$ cat src/rtl/bhas_pkg.sv
// Shared types, constants and register indexes of the button hold and autorepeat scanner.
`timescale 1ns / 1ps
`default_nettype none
package bhas_pkg;

  // Number of button lanes and the width of a lane index.
  localparam int unsigned BUTTONS = 16;
  localparam int unsigned IdxW    = (BUTTONS > 1) ? $clog2(BUTTONS) : 1;

  // Buttons that have sample bits in an input item.
  localparam int unsigned SampledButtons = 16;

  // Field widths of one input item and one result item.
  localparam int unsigned TickW     = 32;
  localparam int unsigned LevelW    = 16;
  localparam int unsigned KindW     = 3;
  localparam int unsigned OutIdxW   = 4;
  localparam int unsigned InDataW   = TickW + 2 * LevelW;
  localparam int unsigned OutDataW  = ((KindW + OutIdxW + 7) / 8) * 8;

  // Configuration port widths.
  localparam int unsigned CfgIdxW   = 3;
  localparam int unsigned CfgDataW  = 8;
  localparam int unsigned TimeW     = 8;
  localparam int unsigned CountW    = 4;

  // Register indexes.
  localparam logic [CfgIdxW-1:0] RegHoldTime    = 3'd0;
  localparam logic [CfgIdxW-1:0] RegFirstRepeat = 3'd1;
  localparam logic [CfgIdxW-1:0] RegSlowRepeat  = 3'd2;
  localparam logic [CfgIdxW-1:0] RegFastRepeat  = 3'd3;
  localparam logic [CfgIdxW-1:0] RegSlowCount   = 3'd4;

  // Register reset values.
  localparam logic [TimeW-1:0]  HoldTimeRst    = 8'd25;
  localparam logic [TimeW-1:0]  FirstRepeatRst = 8'd20;
  localparam logic [TimeW-1:0]  SlowRepeatRst  = 8'd10;
  localparam logic [TimeW-1:0]  FastRepeatRst  = 8'd5;
  localparam logic [CountW-1:0] SlowCountRst   = 4'd3;

  // Phase of one button.
  typedef enum logic [1:0] {
    PhReleased = 2'd0,
    PhPushed   = 2'd1,
    PhHeld     = 2'd2,
    PhRepeat   = 2'd3
  } phase_e;

  // Event reported for a scan.
  typedef enum logic [KindW-1:0] {
    EvNone    = 3'd0,
    EvPush    = 3'd1,
    EvRelease = 3'd2,
    EvHold    = 3'd3,
    EvRepeat  = 3'd4
  } event_e;

  // Timing configuration shared by every lane.
  typedef struct packed {
    logic [TimeW-1:0]  hold_time;
    logic [TimeW-1:0]  first_repeat_time;
    logic [TimeW-1:0]  slow_repeat_time;
    logic [TimeW-1:0]  fast_repeat_time;
    logic [CountW-1:0] slow_repeat_count;
  } cfg_t;

  // Outcome of the merge stage.
  typedef struct packed {
    logic            hit;
    event_e          kind;
    logic [IdxW-1:0] idx;
  } merge_t;

endpackage
`default_nettype wire

$ cat src/rtl/bhas_lane.sv
// One button lane: phase machine, mark time and repeat counter of a single button.
`timescale 1ns / 1ps
`default_nettype none
module bhas_lane (
  input  wire logic                               clk_i,
  input  wire logic                               rst_ni,
  input  wire bhas_pkg::cfg_t                     cfg_i,
  input  wire logic                               pressed_i,
  input  wire logic [bhas_pkg::TickW-1:0]         now_i,
  input  wire logic                               commit_i,
  output bhas_pkg::event_e                        ev_o
);

  bhas_pkg::phase_e                   phase_q, phase_d;
  logic [bhas_pkg::TickW-1:0]         mark_q, mark_d;
  logic [bhas_pkg::CountW-1:0]        count_q, count_d;
  logic [bhas_pkg::TimeW-1:0]         interval;
  logic [bhas_pkg::TickW-1:0]         limit;
  logic                               slow_phase;
  logic                               elapsed;

  // Delay that applies to the current phase, and the wrapped deadline.
  assign slow_phase = (count_q < cfg_i.slow_repeat_count);

  always_comb begin
    unique case (phase_q)
      bhas_pkg::PhPushed: interval = cfg_i.hold_time;
      bhas_pkg::PhHeld:   interval = cfg_i.first_repeat_time;
      default:            interval = slow_phase ? cfg_i.slow_repeat_time
                                                : cfg_i.fast_repeat_time;
    endcase
  end

  assign limit   = mark_q + bhas_pkg::TickW'(interval);
  assign elapsed = (now_i > limit);

  // Event this button would report in the current scan.
  always_comb begin
    if (phase_q == bhas_pkg::PhReleased) begin
      ev_o = pressed_i ? bhas_pkg::EvPush : bhas_pkg::EvNone;
    end else if (!pressed_i) begin
      ev_o = bhas_pkg::EvRelease;
    end else if (elapsed) begin
      ev_o = (phase_q == bhas_pkg::PhPushed) ? bhas_pkg::EvHold : bhas_pkg::EvRepeat;
    end else begin
      ev_o = bhas_pkg::EvNone;
    end
  end

  // Next state, taken only when this lane wins the scan.
  always_comb begin
    phase_d = phase_q;
    mark_d  = mark_q;
    count_d = count_q;
    if (commit_i) begin
      if (phase_q == bhas_pkg::PhReleased) begin
        phase_d = bhas_pkg::PhPushed;
        mark_d  = now_i;
      end else if (!pressed_i) begin
        phase_d = bhas_pkg::PhReleased;
        count_d = '0;
      end else begin
        mark_d = now_i;
        unique case (phase_q)
          bhas_pkg::PhPushed: phase_d = bhas_pkg::PhHeld;
          bhas_pkg::PhHeld:   phase_d = bhas_pkg::PhRepeat;
          default: begin
            if (slow_phase) begin
              count_d = count_q + 1'b1;
            end
          end
        endcase
      end
    end
  end

  always_ff @(posedge clk_i or negedge rst_ni) begin
    if (!rst_ni) begin
      phase_q <= bhas_pkg::PhReleased;
      mark_q  <= '0;
      count_q <= '0;
    end else begin
      phase_q <= phase_d;
      mark_q  <= mark_d;
      count_q <= count_d;
    end
  end

endmodule
`default_nettype wire

$ cat src/rtl/bhas_merge.sv
// Merge stage: picks the lowest-indexed lane that reports an event.
`timescale 1ns / 1ps
`default_nettype none
module bhas_merge (
  input  wire bhas_pkg::event_e             lane_ev_i [bhas_pkg::BUTTONS],
  output logic [bhas_pkg::BUTTONS-1:0]      win_o,
  output bhas_pkg::merge_t                  res_o
);

  // Scan from the top so the lowest index with an event takes priority.
  always_comb begin
    win_o      = '0;
    res_o.hit  = 1'b0;
    res_o.kind = bhas_pkg::EvNone;
    res_o.idx  = '0;
    for (int b = bhas_pkg::BUTTONS - 1; b >= 0; b--) begin
      if (lane_ev_i[b] != bhas_pkg::EvNone) begin
        win_o      = '0;
        win_o[b]   = 1'b1;
        res_o.hit  = 1'b1;
        res_o.kind = lane_ev_i[b];
        res_o.idx  = bhas_pkg::IdxW'(b);
      end
    end
  end

endmodule
`default_nettype wire

$ cat src/rtl/button_hold_autorepeat_scanner.sv
// Top level of the button scanner: configuration, lanes, merge and result register.
//
//  Channel   Direction  Handshake                    Content
//  s_axis    in         s_axis_tvalid/tready         one scan item
//  m_axis    out        m_axis_tvalid/tready         one event item per scan
//  cfg       in         cfg_valid_i/cfg_ready_o      register index and value
//
//  For each scan item all lanes evaluate their button at once and the merge stage
//  selects the first event in the same cycle, with one 32-bit add and compare per
//  lane followed by the priority select.
//  The result sits in an output register; a new item is taken whenever that
//  register is empty or is being emptied in the same cycle.
//  Reset puts every button in the released phase with zero mark time and count,
//  and loads the default timing registers. The config port is always ready.
`timescale 1ns / 1ps
`default_nettype none
module button_hold_autorepeat_scanner (
  input  wire logic                              clk_i,
  input  wire logic                              rst_ni,
  // tdata: tick_now [31:0], first_levels [47:32], confirm_levels [63:48]
  input  wire logic [bhas_pkg::InDataW-1:0]      s_axis_tdata_i,
  input  wire logic                              s_axis_tvalid_i,
  output logic                                   s_axis_tready_o,
  // tdata: event_kind [2:0], button_index [6:3], zero [7]
  output logic [bhas_pkg::OutDataW-1:0]          m_axis_tdata_o,
  output logic                                   m_axis_tvalid_o,
  input  wire logic                              m_axis_tready_i,
  input  wire logic                              cfg_valid_i,
  output logic                                   cfg_ready_o,
  input  wire logic [bhas_pkg::CfgIdxW-1:0]      cfg_index_i,
  input  wire logic [bhas_pkg::CfgDataW-1:0]     cfg_data_i
);

  bhas_pkg::cfg_t                         cfg_q, cfg_d;
  logic [bhas_pkg::TickW-1:0]             now;
  logic [bhas_pkg::LevelW-1:0]            first_lv;
  logic [bhas_pkg::LevelW-1:0]            confirm_lv;
  logic                                   in_acc;
  logic                                   cfg_acc;
  bhas_pkg::event_e                       lane_ev [bhas_pkg::BUTTONS];
  logic [bhas_pkg::BUTTONS-1:0]           win;
  bhas_pkg::merge_t                       res;
  logic                                   out_valid_q, out_valid_d;
  bhas_pkg::event_e                       out_kind_q;
  logic [bhas_pkg::OutIdxW-1:0]           out_idx_q;

  // Input unpacking and handshakes.
  assign now        = s_axis_tdata_i[bhas_pkg::TickW-1:0];
  assign first_lv   = s_axis_tdata_i[bhas_pkg::TickW +: bhas_pkg::LevelW];
  assign confirm_lv = s_axis_tdata_i[bhas_pkg::TickW + bhas_pkg::LevelW +: bhas_pkg::LevelW];

  assign s_axis_tready_o = !out_valid_q || m_axis_tready_i;
  assign in_acc          = s_axis_tvalid_i && s_axis_tready_o;
  assign cfg_ready_o     = 1'b1;
  assign cfg_acc         = cfg_valid_i && cfg_ready_o;

  // Configuration registers; unknown indexes are ignored.
  always_comb begin
    cfg_d = cfg_q;
    if (cfg_acc) begin
      unique case (cfg_index_i)
        bhas_pkg::RegHoldTime:    cfg_d.hold_time         = cfg_data_i;
        bhas_pkg::RegFirstRepeat: cfg_d.first_repeat_time = cfg_data_i;
        bhas_pkg::RegSlowRepeat:  cfg_d.slow_repeat_time  = cfg_data_i;
        bhas_pkg::RegFastRepeat:  cfg_d.fast_repeat_time  = cfg_data_i;
        bhas_pkg::RegSlowCount:   cfg_d.slow_repeat_count = cfg_data_i[bhas_pkg::CountW-1:0];
        default:                  cfg_d = cfg_q;
      endcase
    end
  end

  always_ff @(posedge clk_i or negedge rst_ni) begin
    if (!rst_ni) begin
      cfg_q.hold_time         <= bhas_pkg::HoldTimeRst;
      cfg_q.first_repeat_time <= bhas_pkg::FirstRepeatRst;
      cfg_q.slow_repeat_time  <= bhas_pkg::SlowRepeatRst;
      cfg_q.fast_repeat_time  <= bhas_pkg::FastRepeatRst;
      cfg_q.slow_repeat_count <= bhas_pkg::SlowCountRst;
    end else begin
      cfg_q <= cfg_d;
    end
  end

  // Button lanes; a lane without sample bits always reads as released.
  for (genvar b = 0; b < bhas_pkg::BUTTONS; b++) begin : g_lane
    logic pressed;
    if (b < bhas_pkg::SampledButtons) begin : g_sampled
      assign pressed = !first_lv[b] && !confirm_lv[b];
    end else begin : g_unsampled
      assign pressed = 1'b0;
    end

    bhas_lane u_lane (
      .clk_i     (clk_i),
      .rst_ni    (rst_ni),
      .cfg_i     (cfg_q),
      .pressed_i (pressed),
      .now_i     (now),
      .commit_i  (in_acc && win[b]),
      .ev_o      (lane_ev[b])
    );
  end

  bhas_merge u_merge (
    .lane_ev_i (lane_ev),
    .win_o     (win),
    .res_o     (res)
  );

  // Result register.
  always_comb begin
    out_valid_d = out_valid_q;
    if (in_acc) begin
      out_valid_d = 1'b1;
    end else if (m_axis_tready_i) begin
      out_valid_d = 1'b0;
    end
  end

  always_ff @(posedge clk_i or negedge rst_ni) begin
    if (!rst_ni) begin
      out_valid_q <= 1'b0;
    end else begin
      out_valid_q <= out_valid_d;
    end
  end

  always_ff @(posedge clk_i) begin
    if (in_acc) begin
      out_kind_q <= res.kind;
      out_idx_q  <= bhas_pkg::OutIdxW'(res.idx);
    end
  end

  assign m_axis_tvalid_o = out_valid_q;
  assign m_axis_tdata_o  = bhas_pkg::OutDataW'({out_idx_q, out_kind_q});

  // An accepted scan always leaves a result behind.
  a_accept_fills : assert property (@(posedge clk_i) disable iff (!rst_ni)
    in_acc |=> out_valid_q)
    else $error("accepted scan left no result");

  // At most one lane wins a scan, and only when some event exists.
  a_one_winner : assert property (@(posedge clk_i) disable iff (!rst_ni)
    $onehot0(win) && (res.hit == (win != '0)))
    else $error("merge selected more than one lane");

  // A scan without an event reports button zero.
  a_none_idx_zero : assert property (@(posedge clk_i) disable iff (!rst_ni)
    (out_valid_q && out_kind_q == bhas_pkg::EvNone) |-> (out_idx_q == '0))
    else $error("empty result carries a button index");

  // A write to the slow count register lands in that register.
  a_cfg_count : assert property (@(posedge clk_i) disable iff (!rst_ni)
    (cfg_acc && cfg_index_i == bhas_pkg::RegSlowCount) |=>
      (cfg_q.slow_repeat_count == $past(cfg_data_i[bhas_pkg::CountW-1:0])))
    else $error("slow repeat count write lost");

endmodule
`default_nettype wire

$ cat config.mk
export PLATFORM = sky130hd
export DESIGN_NAME = button_hold_autorepeat_scanner
export DESIGN_NICKNAME = d
export VERILOG_FILES = /design/src/rtl/bhas_pkg.sv /design/src/rtl/bhas_lane.sv /design/src/rtl/bhas_merge.sv /design/src/rtl/button_hold_autorepeat_scanner.sv
export SDC_FILE = /design/constraint.sdc
export NUM_CORES = 2
export LEC_CHECK = 0
export BUFFER_PORTS_ARGS = -buffer_cell sky130_fd_sc_hd__clkbuf_2
export CAP_MARGIN = 20
export CORE_MARGIN = 2
export CORE_UTILIZATION = 50
export CTS_BUF_LIST = sky130_fd_sc_hd__clkbuf_8
export DETAILED_ROUTE_END_ITERATION = 8
export PLACE_DENSITY = 0.68
export SLEW_MARGIN = 20
export SYNTH_ARGS = -nofsm -noshare
export SYNTH_HDL_FRONTEND = slang
export SYNTH_SLANG_ARGS = --single-unit
$ cat constraint.sdc
create_clock -name clk_i -period 13.3 [get_ports clk_i]
set_input_delay 0.665 -clock clk_i [delete_from_list [all_inputs] [get_ports clk_i]]
set_output_delay 0.665 -clock clk_i [all_outputs]
set_load 0.01 [all_outputs]
[Yosys cells after proc, flatten, opt, wreduce, memory -nomap -nowiden]
Cells that the tools add are included.
Storage, ports and cells
  word-level logic and storage cells: 686
  register bits after elaboration: 652
  bits of input ports: 80
Operators by class
  add/subtract/negate cells: 32
  $lt $le $gt $ge: 32
  muxes and demuxes: 274
  reduce and logical (&&, ||, !) cells: 189
  bitwise gates (word level): 16
  equality and inequality tests: 84
Operator list (number)
  32-bit 2-to-1 mux: 32
  32-bit by 8-bit adder with 32-bit output: 16
  32-bit > comparator: 16
  16-bit 2-to-1 mux: 16
  8-bit one-hot mux with 2 select lines: 16
  3-bit 2-to-1 mux: 64
  4-bit 2-to-1 mux: 48
  8-bit 2-to-1 mux: 16
  7-bit 2-to-1 mux: 16
  2-bit AND reduction: 37
  4-bit by 1-bit adder with 4-bit output (second input constant): 16
  4-bit less-than comparator: 16
  2-bit 2-to-1 mux: 32
  2-bit != test (second input constant): 32
  4-bit != test (second input constant): 16
  2-bit one-hot mux with 2 select lines: 16
  4-bit AND reduction: 16
  3-bit nonzero test: 16
  2-bit nonzero test: 17
  2-bit OR reduction: 17
  1-bit logical AND: 33
  1-bit zero test: 33
  2-bit by 1-bit equality test with 1-bit output (second input constant): 16
  2-bit equality test (second input constant): 16
  10 further kinds: 58

[Logic depth before layout (Yosys ltp)]
  word-level depth: 27
  depth in mapped cells: 34
  gate-level depth less buffers: 31

[Hierarchy]
From an unflattened synthesis, not the netlist that was laid out.
Second synthesis, totals
  cells, all modules: 5854
  area, all modules: 56237.7 µm²
By module, submodules not included
  bhas_lane at g_lane[14].u_lane ...: times used 7, area an instance 3345.7 µm², sequential area each 950.9 µm², cells an instance 347
  bhas_lane at g_lane[0].u_lane ...: times used 6, area an instance 3337.0 µm², sequential area each 950.9 µm², cells an instance 350
  bhas_lane at g_lane[9].u_lane: times used 1, area an instance 3377.0 µm², sequential area each 950.9 µm², cells an instance 350
  bhas_lane at g_lane[4].u_lane: times used 1, area an instance 3329.4 µm², sequential area each 950.9 µm², cells an instance 351
  bhas_lane at g_lane[13].u_lane: times used 1, area an instance 3300.7 µm², sequential area each 950.9 µm², cells an instance 345
  button_hold_autorepeat_scanner: times used 1, area an instance 1883.1 µm², sequential area each 1149.9 µm², cells an instance 129
  bhas_merge: times used 1, area an instance 905.9 µm², sequential area each 0.0 µm², cells an instance 150

[Least setup slack after synthesis]
No wires, ideal clock.
  path type: reg2reg
  start point: reg cfg_q[1] in the netlist's numbering
  end point: reg g_lane[15].u_lane.mark_q[22] in the netlist's numbering
  cell stages (with the launch flop): 32
  data required time: 13.175 ns
  data arrival time: 7.872 ns
  slack: 5.303 ns
  cells stage by stage: dfstp_2 > inv_1 > ha_1 > a21o_1 > a21o_1 > a21oi_1 > mux2i_1 > o21ai_0 > ha_1 > a21o_1 > a21oi_1 > o21ai_0 > a21oi_1 > o21ai_0 > a21oi_1 > nor2b_1 > o21ai_0 > clkbuf_1 > nor3_1 > xnor2_1 > ha_1 > a21oi_1 > o21ai_0 > a22oi_1 > or4b_2 > o31a_1 > nor2b_1 > nand3_1 > or4_4 > a211oi_4 > buf_6 > mux2_2
On the way
  cells in the longest elaborated chain, start to end: 27
  elaborated cells between the ends (all ways): 162
RTL lines
  start, declared: line button_hold_autorepeat_scanner.sv:34  | bhas_pkg::cfg_t cfg_q, cfg_d;
  start signal, assigned: line button_hold_autorepeat_scanner.sv:80  | cfg_q <= cfg_d;
  4-bit less-than comparator: line bhas_lane.sv:23  | assign slow_phase = (count_q < cfg_i.slow_repeat_count);
  8-bit 2-to-1 mux: line bhas_lane.sv:29  | default: interval = slow_phase ? cfg_i.slow_repeat_time
  8-bit one-hot mux with 2 select lines: line bhas_lane.sv:26  | unique case (phase_q)
  32-bit by 8-bit adder with 32-bit output: line bhas_lane.sv:34  | assign limit = mark_q + bhas_pkg::TickW'(interval);
  32-bit > comparator: line bhas_lane.sv:35  | assign elapsed = (now_i > limit);
  3-bit 2-to-1 mux: line bhas_lane.sv:43  | end else if (elapsed) begin
  3-bit 2-to-1 mux: line bhas_lane.sv:41  | end else if (!pressed_i) begin
  3-bit 2-to-1 mux: line bhas_lane.sv:39  | if (phase_q == bhas_pkg::PhReleased) begin
  3-bit nonzero test: line bhas_merge.sv:17  | if (lane_ev_i[b] != bhas_pkg::EvNone) begin
  16-bit 2-to-1 mux (15 in series): line bhas_merge.sv:17
  16-bit 2-to-1 mux (*): line bhas_merge.sv:17
  1-bit logical AND (*): line button_hold_autorepeat_scanner.sv:99  | .commit_i (in_acc && win[b]),
  2-bit AND reduction (no source line) (*)
  end signal, assigned: line bhas_lane.sv:84  | mark_q <= mark_d;
  end, declared: line bhas_lane.sv:15  | logic [bhas_pkg::TickW-1:0] mark_q, mark_d;
Mark *: on every way between the ends. The rest lies on a longest branch, timed or not.
A chain may end at the register's enable or synchronous reset.

[Worst setup path in the final report]
  start point: reg cfg_q[1] in the netlist's numbering
  end point: reg g_lane[15].u_lane.mark_q[27] in the netlist's numbering
The elaborated chain is that of the path after synthesis.

==> metrics.cfg <==
[setup_path]
cpMostUsedCell = o21ai_0
r2r_cells = 33
crit_buf_inv = 4
path_class = flip-flop to flip-flop
cpPeakStageDelay_ns = 0.80
cp_slowest_cell = a31oi_1
critical_path_depth = 33
critPathCaptureType = flip-flop
critPathLaunchType = flip-flop
path_delay_family = compound AO/OA/AOI/OAI gates
crit_fanout = 32
crit_arrival_ns = 10.67
cp.required_ns = 13.97

[layout]
area_delta_synth_final_pct = 8.91
mostFrequentLayoutCell = ha_1
nets = 6848
drive_gt1_frac = 0.163
finalNonFillerCells = 7590
layout_common_cells = ha_1 (752), dfrtp_1 (634), mux2_2 (530)

[sta]
timing.final.ws_setup_ns = 3.29
worstMarginPinSlew_ns = 1.19
maxSlewViolCount = 0
finalClockSkew_ns = 0.0556
relSlewSlack = 0.202
setup_viol_count_final = 0
timing.final.crit_share = 0.752
fin_setup_tns_ns = 0
rsz0062_at_grt = no
fmax_mhz = 99.9
finalHoldViolations = 0
fin_crit_ns = 10.01

[place]
post-place-ws_ns = 3.51
port_buffers = 88
dpl.cell_count = 7362
gp_congestion = 0.999
dp_hpwl_um = 118000

[grt]
grt.total_usage = 0.298
grt_max_degree = 155
grt_pass1_vias = 45100
grt_pass1_wl_um = 263000
antenna_found_initial = 6
grt_remaining_overflow = 0

[drt]
drt-total-wl_um = 171000
dr_total_vias = 47000
viasPerCell = 6.20
drt_iter0_drc = 4024
drtAntennaViolNets = 0
drc = 0
firstDrtPassIters = 6
wl_per_cell_um = 22.5

[floorplanning]
fp.dieH_um = 337
fp-row-count = 122
pin_count = 91
coreArea_um2 = 110000
die_x_um = 337
initial_core_util = 0.503
die_area_um2 = 114000

[clocking]
cts.path.max_buffers = 3
post_cts.repair.setup_buffers = 0
cts_tree = done
cts.htree.levels = 3
cts_buffers = 121
clkTransAtPathRegs_ns = 0.07
root_buffer = clkbuf_8
cts_sinks = 652
clk_latency_ns = 0.81

[synth]
synth_area_um2 = 55500
synth.yosys.seq_area_share = 0.295
yosysWarningCount = 0
synth_cell_types = 86
ys_ff_latch = 652
async_reset_ff_frac = 0.989
synth_top_flop_cell = dfrtp_1
synth-edff-count = 7
synth_fp_nets = 6778
syn_area_per_cell_um2 = 9.36
syn_inst = 5930

[power]
irDropWorstVdd_v = 0.0000920
p_leak_nw = 27.8
finalPower_mw = 8.29
pwr_density_cell_nw_per_um2 = 137

[run]
cap_violations = 0

[min_path]
hp-class = input pin to flip-flop
hold_depth = 2

[run_status]
status = complete, no violations

routing by layer:
layer	up-vias	global-route usage	share of wire
met5	-	0	0.00034
met4	4	0.120	0.042
met3	398	0.0590	0.089
met2	1814	0.457	0.43
met1	22900	0.410	0.44
li1	21900	-	-
logic make-up after synthesis:
logic type,synth area share
and+or+nand+nor,0.146
AOI/OAI and AO/OA,0.143
adders and majority gates,0.175
muxes,0.134
DFF,0.295
buffers and inverters,0.0346
xor gates and xnor gates,0.0727
other,0.000135
area by class of cell:
cell class	instances	area, um^2
Fill cell	9814	49900
Multi-Input combinational cell	4778	37300
Tap cell	1488	1860
Clock inverter	68	498
Inverter	240	901
Sequential cell	652	16400
Timing Repair Buffer	207	1410
Clock buffer	154	2120
Antenna cell	3	7.51
through the flow:
step	hold slack, ns	area, um^2	utilization
2_1_floorplan	0.369	55500	-
3_3_place_gp	0.472	57800	0.523
3_5_place_dp	0.479	57800	0.523
4_1_cts	0.0160	60400	0.547
5_1_grt	0.0786	60500	0.548
6_report	0.0740	60500	0.548
path summary, 6_finish.rpt:
kind	end	slack [ns]	startpoint
min reg2reg	g_lane[13].u_lane.count_q[3]	0.49	g_lane[13].u_lane.count_q[3]
min	m_axis_tvalid_o	0.07	s_axis_tvalid_i
max in group asynchronous	g_lane[2].u_lane.mark_q[27]	9.80	rst_ni
max reg2reg	g_lane[15].u_lane.mark_q[27]	3.29	cfg_q[1]
max	g_lane[15].u_lane.mark_q[27]	3.29	cfg_q[1]
min in group asynchronous	g_lane[7].u_lane.mark_q[1]	0.51	rst_ni
repair_timing:
item | CTS | global route
endpoints found under the setup margin | 0 | 0
gates resized for setup | 0 | 0
hold buffers | 1 | 0
hold endpoints to repair | 99 | 0
sequential cells by signal, summed over array words and instances, names as in the netlist:
signal	cells
g_lane.u_lane.mark_q	512
g_lane.u_lane.count_q	64
cfg_q	36
g_lane.u_lane.phase_q	32
out_idx_q	4
out_kind_q	3
m_axis_tvalid_o	1
cell usage after synthesis (96+ instances only):
master / count / area share
xnor2_1: 289 / 0.046
clkbuf_1: 221 / 0.015
ha_1: 752 / 0.17
nand4_1: 162 / 0.018
nand3_1: 232 / 0.021
a21oi_1: 391 / 0.035
and3_1: 98 / 0.011
inv_1: 240 / 0.016
xor2_1: 172 / 0.027
nor2_1: 274 / 0.019
mux2_2: 530 / 0.11
mux2i_1: 140 / 0.025
dfrtp_1: 634 / 0.29
a22o_1: 96 / 0.015
o21ai_0: 362 / 0.033
nand2_1: 423 / 0.029
a21o_1: 96 / 0.013
power by group:
| part | total (mW) | switching [mW] | internal, mW |
|---|---|---|---|
| logic | 3.65 | 2.11 | 1.54 |
| clock network | 2.12 | 0.931 | 1.19 |
| registers | 2.52 | 0.277 | 2.24 |
| total | 8.29 | 3.32 | 4.97 |
(Power assumes the default switching activity.)
